### src/design/pmtp_pkg.sv
// Shared constants, codes and types for the permission mask text parser.
package pmtp_pkg;

   localparam int MaskWidth = 9;
   localparam int CharWidth = 8;
   localparam int RspWidth  = 16;

   localparam logic [MaskWidth-1:0] MaskReset = 9'o022;
   localparam logic [MaskWidth-1:0] RBits     = 9'o444;
   localparam logic [MaskWidth-1:0] WBits     = 9'o222;
   localparam logic [MaskWidth-1:0] XBits     = 9'o111;
   localparam logic [MaskWidth-1:0] UBits     = 9'o700;
   localparam logic [MaskWidth-1:0] GBits     = 9'o070;
   localparam logic [MaskWidth-1:0] OBits     = 9'o007;
   localparam logic [MaskWidth-1:0] ABits     = 9'o777;

   localparam logic [CharWidth-1:0] ChEnd   = 8'h00;
   localparam logic [CharWidth-1:0] ChU     = 8'h75;
   localparam logic [CharWidth-1:0] ChG     = 8'h67;
   localparam logic [CharWidth-1:0] ChO     = 8'h6f;
   localparam logic [CharWidth-1:0] ChA     = 8'h61;
   localparam logic [CharWidth-1:0] ChR     = 8'h72;
   localparam logic [CharWidth-1:0] ChW     = 8'h77;
   localparam logic [CharWidth-1:0] ChX     = 8'h78;
   localparam logic [CharWidth-1:0] ChEq    = 8'h3d;
   localparam logic [CharWidth-1:0] ChPlus  = 8'h2b;
   localparam logic [CharWidth-1:0] ChMinus = 8'h2d;
   localparam logic [CharWidth-1:0] ChComma = 8'h2c;
   localparam logic [CharWidth-1:0] ChZero  = 8'h30;
   localparam logic [CharWidth-1:0] ChSeven = 8'h37;

   // Per-character control from the top level to both parsers.
   typedef struct packed {
      logic step;   // consume the character this cycle
      logic start;  // character opens a new string
   } pmtp_ctl_type;

   // Verdict of one parser for the string ending at the current character.
   typedef struct packed {
      logic                 ok;
      logic [MaskWidth-1:0] mask;
   } pmtp_verdict_type;

endpackage

### src/design/pmtp_octal.sv
// Octal form parser: digit accumulation with range check.
module pmtp_octal (
   input  logic                              clock,
   input  logic                              reset,
   input  pmtp_pkg::pmtp_ctl_type            ctl,
   input  logic [pmtp_pkg::CharWidth-1:0]    character,
   output pmtp_pkg::pmtp_verdict_type        verdict
);
   import pmtp_pkg::*;

   logic [MaskWidth-1:0] value_ff, value_in;
   logic                 failed_ff, failed_in;

   always_comb begin
      logic [MaskWidth-1:0] cur_value;
      logic                 cur_failed;
      cur_value  = ctl.start ? '0 : value_ff;
      cur_failed = ctl.start ? (character == ChEnd) : failed_ff;
      value_in   = cur_value;
      failed_in  = cur_failed;
      if (!cur_failed && character != ChEnd) begin
         if (character < ChZero || character > ChSeven) begin
            failed_in = 1'b1;
         end else if (cur_value[MaskWidth-1 -: 3] != 3'd0) begin
            // another digit would push the value past 0777
            failed_in = 1'b1;
         end else begin
            value_in = {cur_value[MaskWidth-4:0], character[2:0]};
         end
      end
   end

   always_ff @(posedge clock) begin
      if (reset) begin
         value_ff  <= '0;
         failed_ff <= 1'b0;
      end else if (ctl.step) begin
         value_ff  <= value_in;
         failed_ff <= failed_in;
      end
   end

   assign verdict.ok   = !failed_in;
   assign verdict.mask = value_in;

endmodule

### src/design/pmtp_symbolic.sv
// Symbolic form parser: who letters, operators and permission letters.
module pmtp_symbolic (
   input  logic                              clock,
   input  logic                              reset,
   input  pmtp_pkg::pmtp_ctl_type            ctl,
   input  logic [pmtp_pkg::CharWidth-1:0]    character,
   input  logic [pmtp_pkg::MaskWidth-1:0]    stored_mask,
   output pmtp_pkg::pmtp_verdict_type        verdict
);
   import pmtp_pkg::*;

   typedef enum logic {PH_WHO, PH_PERM} phase_type;
   typedef enum logic [1:0] {OP_MINUS, OP_PLUS, OP_EQ} oper_type;

   phase_type            phase_ff, phase_in;
   oper_type             oper_ff, oper_in;
   logic [MaskWidth-1:0] target_ff, target_in;
   logic [MaskWidth-1:0] working_ff, working_in;
   logic                 failed_ff, failed_in;

   always_comb begin
      logic                 is_op;
      oper_type             op;
      logic [MaskWidth-1:0] perm;
      logic [MaskWidth-1:0] tgt;
      is_op = 1'b1;
      op    = OP_MINUS;
      tgt   = '0;
      if (character == ChMinus)     op = OP_MINUS;
      else if (character == ChPlus) op = OP_PLUS;
      else if (character == ChEq)   op = OP_EQ;
      else                          is_op = 1'b0;

      perm = '0;
      if (character == ChR)      perm = RBits;
      else if (character == ChW) perm = WBits;
      else if (character == ChX) perm = XBits;

      // open a fresh clause state at string start
      phase_in   = ctl.start ? PH_WHO : phase_ff;
      oper_in    = ctl.start ? OP_MINUS : oper_ff;
      target_in  = ctl.start ? '0 : target_ff;
      working_in = ctl.start ? stored_mask : working_ff;
      failed_in  = ctl.start ? 1'b0 : failed_ff;

      if (!failed_in) begin
         if (phase_in == PH_WHO) begin
            if (character == ChU)      target_in = target_in | UBits;
            else if (character == ChG) target_in = target_in | GBits;
            else if (character == ChO) target_in = target_in | OBits;
            else if (character == ChA) target_in = ABits;
            else if (is_op) begin
               // no who letters means all classes
               tgt       = (target_in == '0) ? ABits : target_in;
               target_in = tgt;
               oper_in   = op;
               phase_in  = PH_PERM;
               if (op == OP_EQ) working_in = working_in | tgt;
            end else begin
               failed_in = 1'b1;
            end
         end else begin
            if (perm != '0) begin
               if (oper_in == OP_MINUS) working_in = working_in | (perm & target_in);
               else                     working_in = working_in & ~(perm & target_in);
            end else if (is_op) begin
               oper_in = op;
               if (op == OP_EQ) working_in = working_in | target_in;
            end else if (character == ChComma) begin
               phase_in  = PH_WHO;
               target_in = '0;
            end else if (character != ChEnd) begin
               failed_in = 1'b1;
            end
         end
      end
   end

   always_ff @(posedge clock) begin
      if (reset) begin
         phase_ff   <= PH_WHO;
         oper_ff    <= OP_MINUS;
         target_ff  <= '0;
         working_ff <= '0;
         failed_ff  <= 1'b0;
      end else if (ctl.step) begin
         phase_ff   <= phase_in;
         oper_ff    <= oper_in;
         target_ff  <= target_in;
         working_ff <= working_in;
         failed_ff  <= failed_in;
      end
   end

   assign verdict.ok   = !failed_in && (phase_in == PH_PERM);
   assign verdict.mask = working_in;

endmodule

### src/design/permission_mask_text_parser.sv
// Top level of the permission mask text parser: staging, mask store, result.
// A terminator passes through the input register and then the result register to rsp_.
// Throughput: one character per cycle unless a terminator waits; the single parse stage sets the pace.
// A terminator waits in the input register only while an untaken result holds
// the output register; other characters never wait on the result side.
// Reset (synchronous, high): stored mask returns to 022, both stages empty.
module permission_mask_text_parser (
   input  logic                              clock,
   input  logic                              reset,
   input  logic                              req_tvalid,
   output logic                              req_tready,
   input  logic [pmtp_pkg::CharWidth-1:0]    req_tdata,  // [7:0] character
   output logic                              rsp_tvalid,
   input  logic                              rsp_tready,
   output logic [pmtp_pkg::RspWidth-1:0]     rsp_tdata   // [0] accepted,
                                                         // [9:1] mask_value,
                                                         // [10] was_symbolic
);
   import pmtp_pkg::*;

   // input stage
   logic                 in_valid_ff, in_valid_in;
   logic [CharWidth-1:0] char_ff;

   // mask store and string framing
   logic [MaskWidth-1:0] stored_mask_ff, stored_mask_in;
   logic                 at_start_ff, at_start_in;

   // result stage
   logic                 out_valid_ff, out_valid_in;
   logic                 out_accepted_ff, out_accepted_in;
   logic [MaskWidth-1:0] out_mask_ff, out_mask_in;
   logic                 out_symbolic_ff, out_symbolic_in;

   logic             is_end;
   logic             advance;
   pmtp_ctl_type     ctl;
   pmtp_verdict_type oct_verdict;
   pmtp_verdict_type sym_verdict;

   // A terminator needs the result slot; any other character moves freely.
   assign is_end     = (char_ff == ChEnd);
   assign advance    = in_valid_ff && (!is_end || !out_valid_ff || rsp_tready);
   assign req_tready = !in_valid_ff || advance;

   assign ctl.step  = advance;
   assign ctl.start = at_start_ff;

   pmtp_octal u_octal (
      .clock     (clock),
      .reset     (reset),
      .ctl       (ctl),
      .character (char_ff),
      .verdict   (oct_verdict)
   );

   pmtp_symbolic u_symbolic (
      .clock       (clock),
      .reset       (reset),
      .ctl         (ctl),
      .character   (char_ff),
      .stored_mask (stored_mask_ff),
      .verdict     (sym_verdict)
   );

   always_comb begin
      in_valid_in     = req_tready ? req_tvalid : in_valid_ff;
      stored_mask_in  = stored_mask_ff;
      at_start_in     = at_start_ff;
      out_valid_in    = out_valid_ff && !rsp_tready;
      out_accepted_in = out_accepted_ff;
      out_mask_in     = out_mask_ff;
      out_symbolic_in = out_symbolic_ff;
      if (advance) begin
         at_start_in = is_end;
         if (is_end) begin
            out_valid_in = 1'b1;
            // octal wins over symbolic; commit only an accepted string
            priority if (oct_verdict.ok) begin
               stored_mask_in  = oct_verdict.mask;
               out_accepted_in = 1'b1;
               out_symbolic_in = 1'b0;
            end else if (sym_verdict.ok) begin
               stored_mask_in  = sym_verdict.mask;
               out_accepted_in = 1'b1;
               out_symbolic_in = 1'b1;
            end else begin
               out_accepted_in = 1'b0;
               out_symbolic_in = 1'b0;
            end
            out_mask_in = stored_mask_in;
         end
      end
   end

   always_ff @(posedge clock) begin
      if (reset) begin
         in_valid_ff    <= 1'b0;
         stored_mask_ff <= MaskReset;
         at_start_ff    <= 1'b1;
         out_valid_ff   <= 1'b0;
      end else begin
         in_valid_ff    <= in_valid_in;
         stored_mask_ff <= stored_mask_in;
         at_start_ff    <= at_start_in;
         out_valid_ff   <= out_valid_in;
      end
   end

   // payload registers: no reset
   always_ff @(posedge clock) begin
      if (req_tready) begin
         char_ff <= req_tdata;
      end
      out_accepted_ff <= out_accepted_in;
      out_mask_ff     <= out_mask_in;
      out_symbolic_ff <= out_symbolic_in;
   end

   assign rsp_tvalid = out_valid_ff;
   assign rsp_tdata  = {{(RspWidth - MaskWidth - 2){1'b0}},
                        out_symbolic_ff, out_mask_ff, out_accepted_ff};

   // A pending result always reports the mask now held in the store.
   a_result_matches_store: assert property (@(posedge clock) disable iff (reset)
      out_valid_ff |-> out_mask_ff == stored_mask_ff)
      else $error("pending result mask differs from stored mask");

   // Symbolic flag only on an accepted string.
   a_symbolic_implies_accepted: assert property (@(posedge clock) disable iff (reset)
      out_valid_ff && out_symbolic_ff |-> out_accepted_ff)
      else $error("symbolic flag on a rejected string");

   // A consumed terminator opens the next string and produces a result.
   a_terminator_frames: assert property (@(posedge clock) disable iff (reset)
      advance && is_end |=> at_start_ff && out_valid_ff)
      else $error("terminator did not close the string");

   // The store moves only when a terminator is consumed.
   a_store_changes_at_end: assert property (@(posedge clock) disable iff (reset)
      !(advance && is_end) |=> $stable(stored_mask_ff))
      else $error("stored mask changed mid-string");

endmodule
### config.mk
export PLATFORM = sky130hd
export DESIGN_NAME = permission_mask_text_parser
export DESIGN_NICKNAME = d
export VERILOG_FILES = /design/src/design/pmtp_pkg.sv /design/src/design/pmtp_octal.sv /design/src/design/pmtp_symbolic.sv /design/src/design/permission_mask_text_parser.sv
export SDC_FILE = /design/constraint.sdc
export NUM_CORES = 1
export LEC_CHECK = 0
export ABC_AREA = 1
export BUFFER_PORTS_ARGS = -buffer_cell sky130_fd_sc_hd__buf_2
export CAP_MARGIN = 30
export CORE_UTILIZATION = 40
export CTS_BUF_LIST = sky130_fd_sc_hd__clkbuf_16
export CTS_CLUSTER_DIAMETER = 50
export DETAILED_ROUTE_END_ITERATION = 8
export SLEW_MARGIN = 20
export SYNTH_ARGS = -nofsm -noshare
export SYNTH_HDL_FRONTEND = slang
export SYNTH_SLANG_ARGS = --single-unit
### constraint.sdc
create_clock -name clock -period 4.2 [get_ports clock]
set_input_delay 0.84 -clock clock [delete_from_list [all_inputs] [get_ports clock]]
set_output_delay 0.84 -clock clock [all_outputs]
set_load 0.02 [all_outputs]
==> key figures, run 1 <==
Pwr
  • Power density cells: 366 nW/µm²
  • Overall Power: between 1.5 and 2 mW
  • VDD IR max: 0.000182 V
  • Leak: around 2.0 nW

Global route
  • Global-route wire length before repair: approximately 16000 µm
  • Initial antenna violation count: 0
  • GRT Max-Usage Layer: met2
  • Met2 usage: between 30% and 40%
  • Vias in the first global route: 3307
  • Total track usage: between 20% and 30%
  • Global route overflow: 0
  • GR Util met3: 4.40%
  • Largest net degree at the start of global routing: 27
  • GRT met1 Usage: 27.4%

Timing
  • Endpoints failing setup: 0
  • Final Skew: around 0.0060 ns
  • Slew @ Worst Pin: 0.731 ns
  • Final min period: between 3 and 4 ns
  • Final hold violations: 0
  • Final worst slack: 1.02 ns
  • Max Slew Vio Count: 0
  • Final period utilization: 75.7%
  • RSZ-0062 raised after global routing: no
  • FMAX: 315 MHz
  • Slew headroom: 51.1%
  • Fin Setup TNS: 0 ns

Yosys
  • Netlist cell types: 38
  • Post-synthesis mux area share: 0%
  • Largest family of logic cells by synthesized area: simple AND/OR/NAND/NOR gates
  • Post-Syn Area: 3760 µm²
  • Number of synthesized register bits: 63
  • Syn_area_per_cell: slightly below 7 µm²
  • Adder-cell share of the synthesized area: 0%
  • Cell count after synthesis: 550
  • Yosys synthesis warning count: 0
  • XOR/XNOR Fraction of Synth Area: 0%
  • Simple-gate share of the synthesized area: approximately a third
  • Synth Area in Compound Gates: 15.8%
  • Sequential area share after synthesis: around 39%

Place
  • Placed Cells: between 600 and 700
  • DP HPWL: just over 7000 µm
  • PortBufs: 24
  • Place WS: 1.08 ns
  • GPL Wtd Cong: 0.922
  • Placed Area: 3880 µm²

Worst hold path
  • Hold Path Depth: 2
  • Hold_sp: stored_mask_ff[0]
  • HP Class: reg2reg
  • Worst hold path endpoint: stored_mask_ff[0]

Worst setup path
  • Worst path max stage delay: 0.51 ns
  • Worst reg2reg path depth: 9
  • Worst r2r src: at_start_ff
  • Reg2Reg Capture Point: out_mask_ff[8]
  • Crit-path slowest cell: dfxtp_1
  • Required time worst endpoint: 4.29 ns
  • Flop2flop setup slack: 1.02 ns
  • CP Cell Sequence: inv_2, nand2_1, inv_1, o21ai_0, nand2_1, nand3_2, nor2_4, nand2_1, and3_1
  • CP dominant cell by count: nand2_1
  • Worst path arrival time: about 3.3 ns
  • Worst setup EP type: flop
  • CP bufs+invs: 2
  • Startpoint class of the critical path: flop
  • WS Path Type: reg2reg
  • Crit. path cell count: 9
  • Top cell family by delay on the critical path: simple AND/OR/NAND/NOR gates
  • Critical path fanouts, max: 26

Floorplan
  • Core box area: 9200 µm²
  • Die Width: 99 µm
  • Die area: 9800 µm²
  • Rows: 35
  • Starting density of the core: 40.9%
  • Die height: about 99 µm
  • IO Count: 30

Routing
  • Routed vias/inst: 5.32
  • Avg WL per Cell: 14.3 µm
  • Post-Route WL: just under 10000 µm
  • Drt pass-1 iters: 5
  • # DRC: 0
  • Vias: 3609
  • ANT nets after route: 0
  • Drt initial violations: 245

Clock tree
  • Post-CTS setup buffer count: 0
  • Max clock buf depth: 2
  • Cts repair resizes: 0
  • CTS Buf Count: 9
  • CTS tree: done
  • Clock Pin Slew Worst Setup and Hold Paths: 0.06 ns
  • Root Buffer Master: clkbuf_16
  • H-Tree Depth: 3
  • Hold_buf cts: 0
  • Clk sinks: 63
  • Worst-Skew Late Latency: 0.33 ns

Finish
  • Synth-to-Final Area Change: 11.0%
  • Ant diodes: 0
  • Nets: 575
  • Final instance area: 4180 µm²
  • Non-filler cells, final: 679
  • Layout cells sized above 1: 12.9%

Job
  • Total of max-cap violations: 0

Outcome
  • Run status: finished clean
-- how the worst max path moves through the flow --
stage                      startpoint             end  slack, ns
final                     at_start_ff  out_mask_ff[8]       1.02
after global routing      at_start_ff  out_mask_ff[2]       0.78
after CTS                 at_start_ff  out_mask_ff[8]       1.07
after detailed placement  at_start_ff  out_mask_ff[8]       1.08
after global placement    at_start_ff  out_mask_ff[0]       1.23
after floorplan            rsp_tready      req_tready       2.01
-- tightest hold or removal path, stage by stage (launching register included) --
cell	delay [ns]
dfxtp_1	0.31
nand2_1	0.06
nand2_1	0.04
-- layout make-up --
cell class	count	area, µm²
Inverter	65	244
Fill cell	945	5020
Timing Repair Buffer	24	120
Sequential cell	63	1450
Multi-Input combinational cell	400	1930
Clock inverter	7	71.3
Tap cell	111	139
Clock buffer	9	225
-- power by group --
part           internal (mW)  switching [mW]
sequential             0.645          0.0164
clock                  0.459           0.291
combinational         0.0343          0.0849
total                   1.14           0.392
-- logic make-up (layout without fill, tap and decap cells) --
group | count (synthesis) | count (layout)
and+or+nand+nor | 288 | 288
AOI/OAI and AO/OA | 107 | 107
buffers and inverters | 91 | 105
other | 1 | 5
DFF | 63 | 63
-- cell usage in the layout, fill, tap and decap left out, types with 7 or more instances in the layout --
master     count
dfxtp_1       44
nand2_1      177
edfxtp_1      19
inv_1         55
nand4_1        9
a21oi_1       32
nand2_2        8
o21ai_0       48
nor2_1        28
clkbuf_16      9
nand3_1       41
buf_2         24
inv_2          7
-- routing by layer --
layer / vias to the layer above / share of wire [%]
met5: - / 0
met4: 0 / 1.4
met3: 15 / 4.6
met2: 102 / 47
met1: 1671 / 47
li1: 1821 / -
-- metrics by stage --
stage / hold slack [ns] / util [%]
global route: 0.482 / 45.4
finish: 0.461 / 45.4
CTS: 0.461 / 45.4
detailed placement: 0.448 / 42.2
floorplan: 0.426 / -
global placement: 0.443 / 42.2
-- sequential cells by signal, indices dropped and copies added (netlist names) --
name	count
u_symbolic.target_ff	9
in_valid_ff	1
u_octal.failed_ff	1
out_accepted_ff	1
out_mask_ff	9
u_symbolic.working_ff	9
u_octal.value_ff	9
stored_mask_ff	9
u_symbolic.failed_ff	1
char_ff	8
u_symbolic.phase_ff	1
u_symbolic.oper_ff	2
out_symbolic_ff	1
at_start_ff	1
rsp_tvalid	1
-- cells in the mapped netlist, drive strengths merged --
cell    count  share of area (%)
o211ai      5                1.0
o221ai      3               0.70
dfxtp      44                 23
a31oi       4               0.66
nor3        1               0.13
o21a        2               0.40
nand2     185                 19
a221oi      1               0.23
nand3b      2               0.40
a21oi      32                4.3
clkbuf      7               0.70
nand3      47                7.0
o21bai      4               0.80
nor4        1               0.57
and3        4               0.66
buf        19                3.4
a211oi      2               0.40
nor2       37                4.9
o21ai      53                7.1
edfxtp     19                 15
inv        62                6.2
a21boi      1               0.20
or2         1               0.17
nand4      10                2.1
conb        1               0.10
clkinv      3               0.30
Note: power is estimated with default switching activity, not from simulation.
==> run 2: changes to the inputs <==
ABC_AREA = 0   (was 1)
clock period = 3 ns   (was 4.2 ns; I/O delays follow)
==> run 2 against run 1 <==
Clock power is 60% higher; synthesized cell count is 20% lower; routed wire length is 12% higher; highest routed layer unchanged; combinational power is 54% higher; via count is 1.1% lower; count of clock-buffer cells in the layout stayed put; first-iteration DRC count is 8.6% lower.
==> key figures, run 2 <==
Global route
  • Global-route wire length before repair: 17800 µm (+11%)
  • Vias in the first global route: 3279 (-0.85%)
  • GRT Max-Usage Layer: met2
  • Global route overflow: 0 (unchanged)
  • Total track usage: 23.6% (+2.7 points)
  • Initial antenna violation count: 0 (unchanged)
  • GR Util met3: 4.22% (-0.18 points)
  • Largest net degree at the start of global routing: 45 (+67%)
  • GRT met1 Usage: 32.7% (+5.3 points)
  • Met2 usage: 35.6% (+1.6 points)

Yosys
  • Main synth FF type: dfxtp_1
  • EDFF count, synth: 19 (unchanged)
  • Synth top area cells: dfxtp_1, edfxtp_1, a21oi_1
  • Syn_area_per_cell: 8.56 µm² (+25%)
  • Yosys synthesis warning count: 0 (unchanged)
  • Top cells by count, synth: a21oi_1, nand2_1, dfxtp_1, nor2_1, edfxtp_1
  • Number of synthesized register bits: 63 (unchanged)
  • Ys async rst share: 0% (unchanged)
  • Cell count after synthesis: 441 (-20%)
  • Post-Syn Area: 3780 µm² (+0.33%)
  • Yosys top cell area share: 23.3% (-0.078 points)
  • Top-count cell post-synth: a21oi_1
  • Area leader, netlist: dfxtp_1
  • Netlist cell types: 86 (+130%)
  • Sequential area share after synthesis: 38.4% (-0.13 points)

Timing
  • Final Skew: 0.00435 ns (-0.00169 ns)
  • Max Slew Vio Count: 0 (unchanged)
  • Final period utilization: a little over nine tenths
  • FMAX: 352 MHz
  • RSZ-0062 raised after global routing: no
  • Slew headroom: 53.7% (+2.6 points)
  • Fin Setup TNS: 0 ns (unchanged)
  • Fin Hold WS: 0.445 ns (-0.0161 ns)
  • Slew @ Worst Pin: 0.690 ns (-0.0405 ns)
  • Final min period: about 2.8 ns
  • Final hold violations: 0 (unchanged)
  • Endpoints failing setup: 0 (unchanged)
  • Final worst slack: 0.157 ns (-0.863 ns)

Routing
  • # DRC: 0 (unchanged)
  • Routed vias/inst: 6.19 (+16%)
  • Vias: 3569 (-1.1%)
  • Avg WL per Cell: 18.9 µm (+32%)
  • Drt pass-1 iters: 5 (unchanged)
  • ANT nets after route: 0 (unchanged)
  • Post-Route WL: 10900 µm (+12%)
  • Drt initial violations: 224 (-8.6%)

Clock tree
  • Cts repair resizes: 0 (unchanged)
  • CTS Buf Count: 9 (unchanged)
  • Root Buffer Master: clkbuf_16
  • Max clock buf depth: 2 (unchanged)
  • Clock Pin Slew Worst Setup and Hold Paths: 0.05 ns (about the same)
  • CTS tree: done
  • Clk sinks: 63 (unchanged)
  • H-Tree Depth: 3 (unchanged)
  • Post-CTS setup buffer count: 0 (unchanged)
  • Hold_buf cts: 0 (unchanged)
  • Worst-Skew Late Latency: 0.33 ns (about the same)

Floorplan
  • Die area: 9830 µm² (+0.32%)
  • Core box area: 9200 µm² (unchanged)
  • Die Width: 99.2 µm (+0.16%)
  • IO Count: 30 (unchanged)
  • Starting density of the core: 41.1% (+0.14 points)
  • Die height: 99.2 µm (+0.16%)
  • Rows: 35 (unchanged)

Worst setup path
  • WS Path Type: reg2out
  • CP Cell Sequence: or4_4, nor2_1, nand4b_1, buf_2
  • Critical path fanouts, max: 11 (-58%)
  • Worst setup EP type: output port
  • Crit-path slowest cell: or4_4
  • CP bufs+invs: 1 (-1)
  • Startpoint class of the critical path: flop
  • Top cell family by delay on the critical path: simple AND/OR/NAND/NOR gates
  • Flop2flop setup slack: 0.29 ns (-0.73 ns)
  • Required time worst endpoint: 2.40 ns (-1.89 ns)
  • Worst path arrival time: 2.24 ns (-1.03 ns)
  • Worst path max stage delay: 0.62 ns (+0.11 ns)

Place
  • DP HPWL: 8000 µm (+12%)
  • Placed Cells: 561 (-15%)
  • GPL Wtd Cong: 0.997 (+8.1%)
  • PortBufs: 24 (unchanged)
  • Place WS: 0.312 ns (-0.768 ns)

Pwr
  • Sequential group share of total power: 39.8% (-3.4 points)
  • Comb pwr share: 8.0% (+0.2 points)
  • Pint: 1.77 mW (+56%)
  • Sw Ratio: 22.8% (-2.8 points)
  • Leak: 1.58 nW (-20%)
  • VDD IR max: 0.000459 V (+150%)
  • Switching Power: 0.523 mW (+33%)
  • Part of the power in the clock network: 52.3% (+3.3 points)
  • Power density cells: 526 nW/µm² (+44%)

Worst hold path
  • HP Class: in2reg

Finish
  • Ant diodes: 0 (unchanged)
  • Nets: 473 (-18%)
  • Most common cell after layout, fill and taps aside: a21oi_1
  • Commonest non-fill, non-tap cells in the layout: a21oi_1, nand2_1, dfxtp_1
  • Final core occ: 47.5% (+2.0 points)
  • Layout cells sized above 1: 20.6% (+7.7 points)
  • Synth-to-Final Area Change: 15.6%
  • Non-filler cells, final: 577 (-15%)

Job
  • Total of max-cap violations: 0 (unchanged)

Outcome
  • Run status: finished clean
## run 2: per-stage QoR
| stage | cell area [µm²] | total power [mW] |
|---|---|---|
| after floorplan | 3790 | 1.05 |
| after global placement | 4020 | 1.11 |
| after detailed placement | 4020 | 1.11 |
| after CTS | 4360 | 2.31 |
| after global routing | 4360 | 2.38 |
| final | 4360 | 2.29 |
## run 2: power by group through the flow
stage                     sequential (mW)  combinational (mW)  clock (mW)
after floorplan                     0.917               0.136           0
after detailed placement            0.930               0.178           0
after CTS                           0.912               0.179        1.22
after global placement              0.929               0.179           0
after global routing                0.915               0.198        1.26
final                               0.912               0.183        1.20
## run 2: worst paths after layout
check                                start  depth (start not counted)                       end
setup / recovery                char_ff[4]                          4                req_tready
hold / removal                req_tdata[6]                          1                char_ff[6]
setup reg to reg                char_ff[4]                          6         stored_mask_ff[4]
hold reg to reg   u_symbolic.working_ff[8]                          2  u_symbolic.working_ff[8]
## run 2: kinds of logic after synthesis
kind of cell | count (synthesis) | share of synthesized area [%]
buffers and inverters | 53 | 6.73
multiplexers | 7 | 1.89
XOR/XNOR | 3 | 0.696
other | 1 | 0.0993
flip-flops | 63 | 38.4
AO/OA/AOI/OAI | 150 | 28.7
AND/OR/NAND/NOR | 164 | 23.4
## run 2: cell type report
cell class	count	area, µm²
flip-flops and latches	63	1450
well taps	111	139
multi-input cells	329	2090
clock inverters	7	120
repair buffers	46	298
clock buffers	9	225
fillers	902	4830
inverters	12	45.0
## run 2: metal layers
metal / vias up / share of wire (%)
met4: 0 / 2.9
met2: 159 / 45
met1: 1693 / 46
li1: 1695 / -
met5: - / 0
met3: 22 / 6.3
==> run 3: changes to the inputs <==
CORE_UTILIZATION = 33   (was 40)
==> run 3 against run 2 <==
Worst setup slack lost 0.039 ns; maximum frequency decreased by 1.3%; largest power group unchanged; largest cell class unchanged; highest routed layer unchanged; combinational power barely moved; register-to-register slack lost 0.12 ns; critical endpoint unchanged; via count fell by 0.31%; sequential share of layout area shrank 0.16 points; count of clock-buffer cells in the layout is the same; critical path type unchanged; clock skew grew 0.0048 ns.
==> key figures, run 3 (same netlist as run 2, synthesis figures left out) <==
Worst setup path
  • Reg2Reg Capture Point: out_mask_ff[7]
  • Worst path arrival time: 2.28 ns (+0.04 ns)
  • WS Path Type: reg2out
  • CP Capture Point: req_tready
  • CP Cell Sequence: or4_4, nor2_1, nand4b_1, buf_2
  • Required time worst endpoint: 2.40 ns (about the same)
  • Crit-path slowest cell: or4_4
  • Worst r2r src: u_symbolic.phase_ff
  • Setup crit start: char_ff[1]
  • Startpoint class of the critical path: flop
  • Worst reg2reg path depth: 7 (+1)
  • Critical path fanouts, max: 13 (+2)
  • Worst path max stage delay: 0.60 ns (-0.02 ns)
  • Worst setup EP type: output port
  • Flop2flop setup slack: 0.17 ns (-0.12 ns)

Outcome
  • Run status: finished clean

Place
  • Place WS: 0.259 ns (-0.0532 ns)
  • GPL Wtd Cong: 0.947 (-5.0%)
  • DP HPWL: 8310 µm (+4.0%)
  • PortBufs: 24 (unchanged)

Timing
  • Endpoints failing setup: 0 (unchanged)
  • Final worst slack: 0.119 ns (-0.0388 ns)
  • FMAX: 347 MHz (-1.3%)
  • RSZ-0062 raised after global routing: no
  • Fin Hold WS: 0.438 ns (-0.00657 ns)
  • Fin Setup TNS: 0 ns (unchanged)
  • Final Skew: 0.00914 ns (+0.00479 ns)
  • Final hold violations: 0 (unchanged)
  • Slew @ Worst Pin: 0.842 ns (+0.152 ns)
  • Slew headroom: 42.4% (-11 points)
  • Final min period: 2.88 ns (+0.0388 ns)
  • Max Slew Vio Count: 0 (unchanged)
  • Final period utilization: 96.0% (+1.3 points)

Clock tree
  • CTS tree: done
  • Root Buffer Master: clkbuf_16
  • H-Tree Depth: 3 (unchanged)
  • Clk sinks: 63 (unchanged)
  • CTS Buf Count: 9 (unchanged)
  • Clock Pin Slew Worst Setup and Hold Paths: 0.06 ns (about the same)
  • Worst-Skew Late Latency: 0.33 ns (about the same)
  • Post-CTS setup buffer count: 0 (unchanged)
  • Max clock buf depth: 2 (unchanged)

Finish
  • Nets: 476 (+0.63%)
  • Synth-to-Final Area Change: 16.1%
  • Most common cell after layout, fill and taps aside: a21oi_1
  • Commonest non-fill, non-tap cells in the layout: a21oi_1, nand2_1, dfxtp_1
  • Ant diodes: 0 (unchanged)
  • Layout cells sized above 1: 21.1% (+0.51 points)
  • Area of the multi-input gates: 2090 µm² (+0.30%)
  • Sequential cell area: 1450 µm² (unchanged)
  • # fillers: 1124 (+25%)

Routing
  • Post-Route WL: 11200 µm (+3.2%)
  • Drt initial violations: 389 (+74%)
  • Drt pass-1 iters: 6 (+1)
  • Avg WL per Cell: 18.5 µm (-2.2%)
  • Routed vias/inst: 5.84 (-5.5%)
  • Vias: 3558 (-0.31%)
  • # DRC: 0 (unchanged)
  • ANT nets after route: 0 (unchanged)

Floorplan
  • Die area: 11900 µm² (+21%)
  • Core box area: 11000 µm² (+19%)
  • Rows: 38 (+8.6%)
  • Starting density of the core: 34.4% (-6.7 points)
  • Die Width: 109 µm (+9.9%)
  • Die height: 109 µm (+9.9%)
  • IO Count: 30 (unchanged)

Pwr
  • Leak: 1.58 nW (-0.19%)
  • VDD IR max: 0.000287 V (-37%)
  • Power density cells: 503 nW/µm² (-4.3%)

Global route
  • Total track usage: 20.4% (-3.2 points)
  • Vias in the first global route: 3385 (+3.2%)
  • Initial antenna violation count: 0 (unchanged)
  • Largest net degree at the start of global routing: 29 (-36%)
  • Global route overflow: 0 (unchanged)
  • Global-route wire length before repair: 18300 µm (+3.1%)

Job
  • Total of max-cap violations: 0 (unchanged)

Worst hold path
  • HP Class: in2reg
run 3: timing repair:
action                                  in CTS  in global routing
endpoints found under the setup margin       0                  2
resized for setup                            0                  1
hold buffers                                 0                  0
run 3: how the worst min path moves through the flow:
stage                                  start                       end  slack, ns  cells after the start
detailed placement  u_symbolic.working_ff[1]  u_symbolic.working_ff[1]       0.44                      2
finish                          req_tdata[6]                char_ff[6]       0.44                      1
CTS                             req_tdata[6]                char_ff[6]       0.44                      1
floorplan           u_symbolic.working_ff[1]  u_symbolic.working_ff[1]       0.43                      2
global placement    u_symbolic.working_ff[1]  u_symbolic.working_ff[1]       0.44                      2
global route                    req_tdata[6]                char_ff[6]       0.44                      1
run 3: per-layer routing:
metal  up-vias  share of wire, %  track usage (%)  routed length (µm)
li1       1706                 -                -                   -
met1      1680                46             27.4                5210
met2       141                45             31.3                5060
met3        31               5.2             4.06                 581
met4         0               3.5             9.46                 393
met5         -                 0                0                   0
run 3: per-stage QoR:
step / power (mW) / util (%) / instance area (µm²) / cells
6_report: 2.21 / 39.9 / 4390 / 609
5_1_grt: 2.28 / 39.9 / 4390 / 609
4_1_cts: 2.21 / 39.9 / 4380 / 609
3_5_place_dp: 1.11 / 37.0 / 4070 / 593
3_3_place_gp: 1.11 / 37.0 / 4070 / 593
2_1_floorplan: 1.05 / - / 3790 / 445
run 3: area by class of cell:
| cell class | count | share of cell area, % |
|---|---|---|
| Multi-Input combinational cell | 329 | 47.7 |
| Tap cell | 140 | 3.99 |
| Sequential cell | 63 | 33.1 |
| Clock buffer | 9 | 5.14 |
| Inverter | 12 | 1.03 |
| Timing Repair Buffer | 49 | 7.02 |
| Clock inverter | 7 | 2.03 |
run 3: power breakdown:
part           internal (mW)  total [mW]  switching [mW]  leakage [nW]
clock network          0.721        1.11           0.392         0.153
registers              0.889       0.912          0.0224         0.547
logic                 0.0662       0.182           0.116         0.877
run 3: worst max-delay path: cells and delay by family, from the launching register on:
| kind | cells | cell delay [ns] |
|---|---|---|
| AND/OR/NAND/NOR | 3 | 1.15 |
| flip-flops | 1 | 0.58 |
| buffers and inverters | 1 | 0.22 |
